<file path="src/mbs_pkg.sv">
// Package for max_box_sum_2d: sizes, register indexes, per-item control struct.
// No dependencies.
package mbs_pkg;

  localparam int MAX_COLS     = 1024;
  localparam int MAX_WIN_ROWS = 16;
  localparam int MAX_WIN_COLS = 16;

  localparam int SAMPLE_W = 16;
  localparam int FROWS_W  = 16;
  localparam int FCOLS_W  = 11;
  localparam int WIN_W    = 5;
  localparam int CFG_W    = 16;
  localparam int BEST_W   = 23;

  localparam int COL_W  = (MAX_COLS > 1) ? $clog2(MAX_COLS) : 1;
  localparam int SLOT_W = (MAX_WIN_ROWS > 1) ? $clog2(MAX_WIN_ROWS) : 1;
  localparam int TAP_W  = (MAX_WIN_COLS > 1) ? $clog2(MAX_WIN_COLS) : 1;
  localparam int OS_W   = SLOT_W + 2;

  localparam int CS_W = SAMPLE_W + SLOT_W + 1;
  localparam int WS_W = CS_W + TAP_W - 1;

  localparam int LINE_DEPTH = 2 ** (SLOT_W + COL_W);

  typedef enum logic [1:0] {
    CFG_FRAME_ROWS = 2'd0,
    CFG_FRAME_COLS = 2'd1,
    CFG_WIN_ROWS   = 2'd2,
    CFG_WIN_COLS   = 2'd3
  } cfg_idx_t;

  typedef struct packed {
    logic             first_row;
    logic             sub_old;
    logic             win_ok;
    logic             col0;
    logic             sub_delay;
    logic             elig;
    logic             last;
    logic [TAP_W-1:0] tap;
  } mbs_flags_t;

endpackage

</file>
<file path="src/mbs_cell.sv">
// One cell of the column-sum delay chain.
// Depends on mbs_pkg.
module mbs_cell (
  input  logic                             clk,
  input  logic                             en,
  input  logic signed [mbs_pkg::CS_W-1:0]  d,
  output logic signed [mbs_pkg::CS_W-1:0]  q
);

  logic signed [mbs_pkg::CS_W-1:0] q_r;

  always_ff @(posedge clk) begin
    if (en) begin
      q_r <= d;
    end
  end

  assign q = q_r;

endmodule

</file>
<file path="src/mbs_window.sv">
// Horizontal window sum over a chain of delay cells, best-sum tracking, result register.
// Depends on mbs_pkg and mbs_cell.
module mbs_window (
  input  logic                            clk,
  input  logic                            rst_n,
  input  logic                            s2_valid,
  input  mbs_pkg::mbs_flags_t             s2_flags,
  input  logic signed [mbs_pkg::CS_W-1:0] s2_cs,
  input  logic                            out_ready,
  output logic                            adv,
  output logic                            out_valid,
  output logic [mbs_pkg::BEST_W-1:0]      out_best_sum
);

  logic signed [mbs_pkg::CS_W-1:0] dly_q [mbs_pkg::MAX_WIN_COLS];
  logic                            shift_en;

  logic signed [mbs_pkg::WS_W-1:0] ws_r;
  logic signed [mbs_pkg::WS_W-1:0] ws_nxt;
  logic signed [mbs_pkg::WS_W-1:0] ws_base;
  logic signed [mbs_pkg::WS_W-1:0] tap_ext;
  logic signed [mbs_pkg::WS_W-1:0] cs_ext;

  logic                            s3_valid_r;
  logic                            s3_elig_r;
  logic                            s3_last_r;
  logic signed [mbs_pkg::WS_W-1:0] s3_ws_r;

  logic [mbs_pkg::BEST_W-1:0]      best_r;
  logic [mbs_pkg::BEST_W-1:0]      best_nxt;
  logic [mbs_pkg::BEST_W-1:0]      out_best_r;
  logic                            out_valid_r;

  assign shift_en = adv && s2_valid;

  for (genvar i = 0; i < mbs_pkg::MAX_WIN_COLS; i++) begin : g_cell
    if (i == 0) begin : g_head
      mbs_cell u_cell (.clk(clk), .en(shift_en), .d(s2_cs), .q(dly_q[i]));
    end else begin : g_body
      mbs_cell u_cell (.clk(clk), .en(shift_en), .d(dly_q[i-1]), .q(dly_q[i]));
    end
  end

  always_comb begin
    ws_base = s2_flags.col0 ? '0 : ws_r;
    cs_ext  = {{(mbs_pkg::WS_W-mbs_pkg::CS_W){s2_cs[mbs_pkg::CS_W-1]}}, s2_cs};
    tap_ext = s2_flags.sub_delay ?
              {{(mbs_pkg::WS_W-mbs_pkg::CS_W){dly_q[s2_flags.tap][mbs_pkg::CS_W-1]}},
               dly_q[s2_flags.tap]} :
              '0;
    ws_nxt  = s2_flags.win_ok ? (ws_base - tap_ext + cs_ext) : '0;
  end

  always_comb begin
    if (s3_elig_r && ($signed(s3_ws_r) > $signed({1'b0, best_r}))) begin
      best_nxt = s3_ws_r[mbs_pkg::BEST_W-1:0];
    end else begin
      best_nxt = best_r;
    end
  end

  // hold the pipe only while a frame result waits and another one is ready to leave
  assign adv = !(out_valid_r && !out_ready && s3_valid_r && s3_last_r);

  always_ff @(posedge clk) begin
    if (!rst_n) begin
      ws_r        <= '0;
      s3_valid_r  <= 1'b0;
      best_r      <= '0;
      out_valid_r <= 1'b0;
    end else begin
      if (shift_en) begin
        ws_r <= ws_nxt;
      end
      if (adv) begin
        s3_valid_r <= s2_valid;
      end
      if (adv && s3_valid_r) begin
        best_r <= s3_last_r ? '0 : best_nxt;
      end
      if (adv && s3_valid_r && s3_last_r) begin
        out_valid_r <= 1'b1;
      end else if (out_ready) begin
        out_valid_r <= 1'b0;
      end
    end
  end

  always_ff @(posedge clk) begin
    if (shift_en) begin
      s3_elig_r <= s2_flags.elig;
      s3_last_r <= s2_flags.last;
      s3_ws_r   <= ws_nxt;
    end
    if (adv && s3_valid_r && s3_last_r) begin
      out_best_r <= best_nxt;
    end
  end

  assign out_valid    = out_valid_r;
  assign out_best_sum = out_best_r;

endmodule

</file>
<file path="config.mk">
export PLATFORM = sky130hd
export DESIGN_NAME = mbs_window
export DESIGN_NICKNAME = d
export VERILOG_FILES = /design/src/mbs_pkg.sv /design/src/mbs_cell.sv /design/src/mbs_window.sv
export SDC_FILE = /design/constraint.sdc
export NUM_CORES = 1
export LEC_CHECK = 0
export BUFFER_PORTS_ARGS = -buffer_cell sky130_fd_sc_hd__buf_2
export CAP_MARGIN = 10
export CORE_ASPECT_RATIO = 0.8
export CORE_MARGIN = 4
export CORE_UTILIZATION = 56
export CTS_CLUSTER_DIAMETER = 100
export DETAILED_ROUTE_END_ITERATION = 8
export PLACE_DENSITY = 0.8
export SLEW_MARGIN = 25
export SYNTH_ARGS = -nofsm -noshare
export SYNTH_HDL_FRONTEND = slang
export SYNTH_SLANG_ARGS = --single-unit
</file>
<file path="constraint.sdc">
create_clock -name clk -period 12.81 [get_ports clk]
set_input_delay 1.9215 -clock clk [delete_from_list [all_inputs] [get_ports clk]]
set_output_delay 1.9215 -clock clk [all_outputs]
set_load 0.02 [all_outputs]
</file>
* Word-level counts from Yosys, hierarchy flattened
Index checks and enable logic that the tools add are counted. W data, S select, Z words.
Word-level totals: flip-flop bits (word level) 434, input port bits 36, output and inout port bits 25, word-level logic and storage cells 49
Operators by class: add/sub/neg operators 2, magnitude comparators 2, multiplexer cells 10, bitwise logic cells 1, reduce and logical (&&, ||, !) cells 10
Operators with widths (count):
- $bmux W21 S4 | 1
- $mux W24 | 3
- $mux W23 | 2
- $mux W21 | 2
- $add A24 B24 Y24 | 1
- $gt A24 B24 Y1 | 1
- $sub A24 B24 Y24 | 1
- $logic_and A1 B1 Y1 | 7
- $ge A5 B5 Y1 const B | 1
- $not A4 Y5 | 1
- $logic_not A1 Y1 | 2
- $mux W1 | 2
- $reduce_bool A2 Y1 | 1

* Logic depth before layout (Yosys ltp)
Gate-level depths: netlist of the first run.
depth in word-level cells 8, gate-level depth with buffers 18, mapped depth without buffers 16

* By module
A second synthesis of the first run with hierarchy kept.
Unflattened totals: cell total of the unflattened synthesis 1114, area, all modules 18748.0 um^2
Modules (own cells, without submodules):
- mbs_cell | times used 16, cells an instance 21, area each 630.6 um^2, seq. area each 630.6 um^2
- mbs_window | times used 1, cells an instance 778, area each 8658.3 um^2, seq. area each 2452.4 um^2

* Least setup slack after synthesis of the first run
Ideal clock, no wire load.
kind input to register, start point input port out_ready, end point register g_cell[0].g_head.u_cell.q_r (netlist bit g_cell[0].g_head.u_cell.q[0]) (enable), setup time 0.867 ns, data arrival time 12.471 ns, required time 11.943 ns, path slack -0.527 ns, stages 5, path buffers 1, cells stage by stage nor2b_1 -> nand3_1 -> nand2_1 -> inv_1 -> clkbuf_1
On the way: longest elaborated chain between the ends 6
Ends and longest elaborated chain:
- from (decl) | RTL line mbs_window.sv:9 | input logic out_ready,
- $logic_not A1 Y1 | RTL line mbs_window.sv:63 | assign adv = !(out_valid_r && !out_ready && s3_valid_r && s3_last_r);
- $logic_and A1 B1 Y1 (3 in a row) | RTL line mbs_window.sv:63
- $logic_not A1 Y1 | RTL line mbs_window.sv:63
- named net adv | RTL line mbs_window.sv:10 | output logic adv,
- $logic_and A1 B1 Y1 | RTL line mbs_window.sv:34 | assign shift_en = adv && s2_valid;
- named net g_cell[0].g_head.u_cell.en | RTL line mbs_cell.sv:5 | input logic en,
- to (signal assigned) | RTL line mbs_cell.sv:14 | q_r <= d;
- to (decl) | RTL line mbs_cell.sv:10 | logic signed [mbs_pkg::CS_W-1:0] q_r;
The timed path passes the listed nets, and every way through them passes these cells. A chain may end at the register's enable or synchronous reset.

* Final worst setup path of the first run
start point input port s2_flags[0] (netlist bit), end point register s3_ws_r[20] (netlist bit) (data pin)
On the way: longest elaborated chain between the ends 8
Ends and longest elaborated chain:
- from (decl) | RTL line mbs_window.sv:7 | input mbs_pkg::mbs_flags_t s2_flags,
- $not A4 Y5 (implied by the code) | RTL line mbs_window.sv:49 | dly_q[s2_flags.tap]} :
- $bmux W21 S4 | RTL line mbs_window.sv:49
- $mux W21 (implied by the code) (2 in a row) | RTL line mbs_window.sv:49
- $mux W24 | RTL line mbs_window.sv:47 | tap_ext = s2_flags.sub_delay ?
- $sub A24 B24 Y24 | RTL line mbs_window.sv:51 | ws_nxt = s2_flags.win_ok ? (ws_base - tap_ext + cs_ext) : '0;
- $add A24 B24 Y24 | RTL line mbs_window.sv:51
- $mux W24 | RTL line mbs_window.sv:51
- named net ws_nxt (one bit) | RTL line mbs_window.sv:19 | logic signed [mbs_pkg::WS_W-1:0] ws_nxt;
- to (signal assigned) | RTL line mbs_window.sv:93 | s3_ws_r <= ws_nxt;
- to (decl) | RTL line mbs_window.sv:27 | logic signed [mbs_pkg::WS_W-1:0] s3_ws_r;
The timed path passes the listed nets, and every way through them passes these cells. The select of a mux whose other input is x is not followed.

==> reports/metrics.csv, run 1 <==
metric;value;unit
status;completed;
root buffer selected by CTS;clkbuf_16;
post-synthesis register bit count;434;
die width;212.6;um
post-synthesis simple-gate area fraction;4.395;%
largest net degree at the start of global routing;218;
Die H;171.7;um
CTS tree;built;
Synth area leader;edfxtp_1;
Primary FF master, synth;edfxtp_1;
Vias;9502;
area share of the largest cell type after synthesis;61.62;%
crit path capture type;flip-flop;
Final ANT Viol Nets;0;
complex-gate fraction of the synthesized area;5.149;%
Final Slew Violations;0;
ranking of synthesized cells by area;edfxtp_1, mux4_2, dfxtp_1, ha_1, fa_1;
Post-CTS Setup Bufs;0;
Max Cap Viol;0;
Clock Tree Buf Depth;3;
IO Pins;61;
type of origin of the critical path;input pin;
number of global-route vias before repair;9635;
Detail Placement HPWL;20810;um
met1 Use GR;29.37;%
Initial Utilization;57.24;%
ANT cells;0;
# resized after CTS;0;
Pre-Repair DR Iteration Count;5;
Num CTS Buffers;42;
met3 Track Usage GR;3.501;%
share of cells above drive strength 1;21.38;%
Final Hold Viols;0;
Final nets;1249;
Synth-to-Final Area Change;11.45;%
async set or reset register ratio after synthesis;0;%
Buffers on Ports;58;
num rows;59;
CP arrival;7220;ps
most frequent cell after synthesis;edfxtp_1;
Yosys cell types;51;
crit path time final;6932;ps
EDFF count, synth;385;
Final Skew;7.819;ps
number of buffers inserted by hold repair at cts;0;
TNS Setup;0;ps
post-DR wirelength/cell;21.55;um
global-route wire length before repair;54490;um
initial drt markers;848;
largest family of logic cells by synthesized area;multiplexers;
worst skew pair latency;540;ps
Final Cycle Share;54.12;%
xor and xnor area share after synthesis;1.027;%
cell count after synthesis;1077;
fmax;0.1443;GHz
Leak Pwr;7.536;nW
Total Wirelength;34500;um
Mean Syn Cell Area;17.42;um^2
Power, Total;3.469;mW
core area;0.03278;mm^2
worst hold path type;reg2reg;
post-DR vias/cell;5.935;
gr busiest metal;met2;
VDD IR max;0.0001089;V
DRC viols;0;
met2 Use GR;29.37;%
Finish-stage setup viols;0;
syn_nets;1184;
Max-slew headroom;31.78;%
power per cell area;165.9;mW/mm^2
flop2flop setup slack;8090;ps
# H-tree levels;2;
Synth Warn #;0;
Die Area;0.03651;mm^2
global placement routability congestion;0.8308;
Post-Synth Adder-Cell Area;5.656;%
type of the worst setup path;in2reg;
Post-synth top cells;edfxtp_1, mux4_2, inv_1;
mux contribution to synthesized area;13.92;%
Clock transition at path regs;60;ps
clock sinks;434;
gr ovfl total;0;
initial antenna violation count;0;
Worst-Margin Slew;1021;ps
sequential area share after synthesis;66.85;%
RSZ-0062 raised after global routing;no;
Mapped Area;0.01876;mm^2
critical path data required time;13100;ps
crit path max fanout;47;
All-Layer GR Usage;19.20;%
==> cell type report <==
| type | count | area, um^2 |
|---|---|---|
| Sequential cell | 434 | 12540 |
| Fill cell | 2276 | 11870 |
| Multi-Input combinational cell | 504 | 5663 |
| Clock buffer | 50 | 1134 |
| Tap cell | 427 | 534.3 |
| Inverter | 97 | 376.6 |
| Timing Repair Buffer | 63 | 372.9 |
| Clock inverter | 26 | 286.5 |
==> worst max-delay path: stages <==
cell and delay, ps:
buf_6 430, buf_6 610, mux4_2 630, mux4_2 490
and2_1 200, ha_1 290, inv_1 50, ha_1 220
fa_1 500, a211oi_1 290, o21bai_1 130, a21oi_2 220
o21ai_1 140, a211oi_2 320, o21ai_1 190, a31oi_1 230
xnor2_1 120, and2_1 160
==> power breakdown <==
group / leakage [nW] / total (mW) / internal, mW / switching (mW)
registers: 4.16 / 1.72 / 1.66 / 0.0573
logic: 2.69 / 0.481 / 0.219 / 0.263
clock network: 0.690 / 1.27 / 0.754 / 0.518
==> state kept, by name (all words and copies together), names as in the netlist <==
name	cells
best_r	23
g_cell.g_body.u_cell.q	315
g_cell.g_head.u_cell.q	21
out_best_sum	23
out_valid	1
s3_elig_r	1
s3_last_r	1
s3_valid_r	1
s3_ws_r	24
ws_r	24
==> worst paths after layout <==
check                                                                to  depth (start not counted)                               startpoint
worst max-delay path                              s3_ws_r[20]$_DFFE_PP_                         18                              s2_flags[0]
worst min-delay path            g_cell[3].g_body.u_cell.q[14]$_DFFE_PP_                          0  g_cell[2].g_body.u_cell.q[14]$_DFFE_PP_
worst max register to register                    s3_ws_r[20]$_DFFE_PP_                         16   g_cell[0].g_head.u_cell.q[0]$_DFFE_PP_
worst min register to register  g_cell[3].g_body.u_cell.q[14]$_DFFE_PP_                          0  g_cell[2].g_body.u_cell.q[14]$_DFFE_PP_
==> logic make-up after synthesis <==
family / count (synthesis)
AND/OR/NAND/NOR: 150
adder cells (fa/ha/maj): 71
AO/OA/AOI/OAI: 133
buffers and inverters: 139
XOR/XNOR: 22
multiplexers: 128
flip-flops: 434
==> layer usage <==
| layer | part of all wire (%) | routed length, um |
|---|---|---|
| met5 | 0 | 0 |
| met4 | 1.8 | 611 |
| met3 | 6.2 | 2155 |
| met2 | 46 | 15990 |
| met1 | 46 | 15740 |
==> cells in the final DEF (no fill, tap or decap), types with 9 or more instances in the layout <==
cell and count:
inv_1 96, a21boi_0 14, edfxtp_1 385, a21oi_1 27
o21ai_0 14, nand2b_1 26, mux2_1 17, clkbuf_16 44
clkinv_2 9, a21o_1 12, dfxtp_1 49, fa_1 23
mux4_2 104, buf_2 56, nand2_1 41, a22o_1 29
and2_1 42, xnor2_1 17, ha_1 48
==> metrics by stage <==
stage               setup slack, ps  instance area (um^2)  hold WS [ps]  utilization [%]  instances
finish                         5878                 20910         442.0            63.79       1601
global route                   5478                 20910         449.7            63.79       1601
CTS                            5537                 20870         442.6            63.67       1600
detailed placement             4994                 19450         428.4            59.33       1524
global placement               5130                 19450         423.5            59.33       1524
floorplan                      5029                 18760         420.7                -       1077
Note: power is estimated with default switching activity, not from simulation.
==> run 2, diff against run 1 <==
- ABC_AREA: not set -> 1
- clock period: 12.81 -> 6 ns (I/O delays scaled with it)
==> reports/metrics.csv, run 2 <==
metric;value;unit
placed inst area;0.02063;mm^2
reg-to-reg startpoint;g_cell[13].g_body.u_cell.q[0]$_DFFE_PP_;
number of global-route vias before repair;13430;
crit path max fanout;84;
number of buffers inserted by hold repair at cts;0;
sequential area share after synthesis;62.93;%
cell count after synthesis;1791;
initial antenna violation count;1;
Synth-to-Final Area Change;10.75;%
Total Wirelength;44140;um
Detail Placement HPWL;28060;um
CP arrival;4870;ps
core area;0.03496;mm^2
Buffers on Ports;58;
Finish-stage setup viols;0;
Worst Hold End;g_cell[5].g_body.u_cell.q[6]$_DFFE_PP_;
mux contribution to synthesized area;0;%
hold slack;437.9;ps
Initial Utilization;57.01;%
global-route wire length before repair;70210;um
# resized after CTS;0;
Num CTS Buffers;42;
All-Layer GR Usage;22.62;%
Final Slew Violations;0;
post-DR wirelength/cell;18.96;um
IO Pins;61;
root buffer selected by CTS;clkbuf_16;
VDD IR max;0.0002255;V
Yosys cell types;40;
die width;218.9;um
Mean Syn Cell Area;11.13;um^2
Worst R2R End;s3_ws_r[12]$_DFFE_PP_;
CTS tree;built;
async set or reset register ratio after synthesis;0;%
status;completed;
Layout Cells excl Fill;2328;
complex-gate fraction of the synthesized area;12.90;%
Worst-Margin Slew;999.9;ps
RSZ-0062 raised after global routing;no;
post-synthesis simple-gate area fraction;13.08;%
TNS Setup;0;ps
Post-Synth Adder-Cell Area;5.324;%
crit path capture type;flip-flop;
ranking of synthesized cells by area;edfxtp_1, o21ai_0, dfxtp_1, nor2_1, inv_1;
power per cell area;338.7;mW/mm^2
Synth area leader;edfxtp_1;
flop2flop setup slack;2230;ps
Vias;13550;
clock sinks;434;
Post-synth top cells;edfxtp_1, nor2_1, o21ai_0;
R2R depth;17;
area share of the largest cell type after synthesis;58.01;%
worst hold path type;reg2reg;
DRC viols;0;
post-route cell area;0.02207;mm^2
Mapped Area;0.01993;mm^2
Post-CTS Setup Bufs;0;
Final Cycle Share;76.17;%
hold path start;g_cell[4].g_body.u_cell.q[6]$_DFFE_PP_;
num rows;61;
type of the worst setup path;in2reg;
critical path data required time;6300;ps
Critical path origin;s2_flags[1];
Final Skew;17.26;ps
Final Hold Viols;0;
Hold Crit Depth;0;
Pre-Repair DR Iteration Count;5;
Die Area;0.03869;mm^2
global placement routability congestion;0.9203;
post-DR vias/cell;5.820;
Clock Tree Buf Depth;3;
Clock transition at path regs;70;ps
syn_nets;1898;
Die H;176.7;um
Final Util;63.14;%
EDFF count, synth;385;
most frequent cell after synthesis;edfxtp_1;
most frequent cells in the layout;edfxtp_1, nor2_1, o21ai_0;
initial drt markers;1428;
max reg flops;315;
crit path time final;4570;ps
worst skew pair latency;550;ps
largest net degree at the start of global routing;188;
Max Cap Viol;0;
type of origin of the critical path;input pin;
post-synthesis register bit count;434;
# H-tree levels;2;
Primary FF master, synth;edfxtp_1;
largest family of logic cells by synthesized area;simple AND/OR/NAND/NOR gates;
gr ovfl total;0;
fmax;0.2188;GHz
share of cells above drive strength 1;12.13;%
Final nets;1929;
commonest non-fill, non-tap cell in the layout;edfxtp_1;
dpl cells;2250;
Max-slew headroom;33.27;%
Synth Warn #;0;
Leak Pwr;8.350;nW
xor and xnor area share after synthesis;0.08790;%
Final ANT Viol Nets;0;
run 2: worst max path at each step:
stage / end / depth (start not counted)
final: s3_ws_r[12]$_DFFE_PP_ / 19
after global placement: s3_ws_r[12]$_DFFE_PP_ / 17
after floorplan: g_cell[0].g_head.u_cell.q[0]$_DFFE_PP_ / 5
after global routing: s3_ws_r[12]$_DFFE_PP_ / 18
after detailed placement: s3_ws_r[12]$_DFFE_PP_ / 17
after CTS: s3_ws_r[12]$_DFFE_PP_ / 19
run 2: area by class of cell:
| type | instances | area, um^2 |
|---|---|---|
| fillers | 2707 | 12880 |
| flip-flops and latches | 434 | 12540 |
| multi-input cells | 1074 | 6275 |
| clock buffers | 54 | 1187 |
| inverters | 192 | 723.2 |
| well taps | 472 | 590.6 |
| repair buffers | 78 | 505.5 |
| clock inverters | 23 | 246.5 |
| diodes | 1 | 2.502 |
run 2: cells by family (layout without fill, tap and decap cells):
group / after synthesis / count (layout)
and+or+nand+nor: 568 / 568
DFF: 434 / 434
AOI/OAI and AO/OA: 433 / 433
buffers and inverters: 283 / 347
adders and majority gates: 71 / 71
xor gates and xnor gates: 2 / 2
other: 0 / 1
run 2: power breakdown:
| group | total [mW] | internal, mW | switching, mW | leakage, nW |
|---|---|---|---|---|
| clock network | 2.74 | 1.62 | 1.12 | 0.710 |
| logic | 1.12 | 0.361 | 0.755 | 3.47 |
| registers | 3.62 | 3.53 | 0.0934 | 4.17 |
| total | 7.48 | 5.50 | 1.97 | 8.35 |
run 2: worst max-delay path: stages:
cell and delay [ps]:
buf_2 90, buf_4 680, o21ai_0 260, o221ai_1 270
o211ai_1 150, a21oi_1 240, ha_1 160, inv_1 40
ha_1 240, fa_1 510, nand2_1 110, nand2_1 50
o21ai_1 240, nor2_1 100, nor2_1 190, o21ai_0 140
or2_2 290, nand3_1 140, inv_1 50
run 2: metrics by stage:
stage,total power [mW],setup WS [ps]
5_1_grt,7.812,1061
6_report,7.475,1430
4_1_cts,7.515,1491
3_3_place_gp,4.732,970.5
2_1_floorplan,4.475,1476
3_5_place_dp,4.779,938.2
run 2: metal layers:
layer	GRT usage [%]	up-vias	share of wire [%]
li1	-	6384	-
met1	34.04	6591	45
met2	34.47	497	45
met3	3.947	77	7.8
met4	6.028	0	2.2
met5	0	-	0
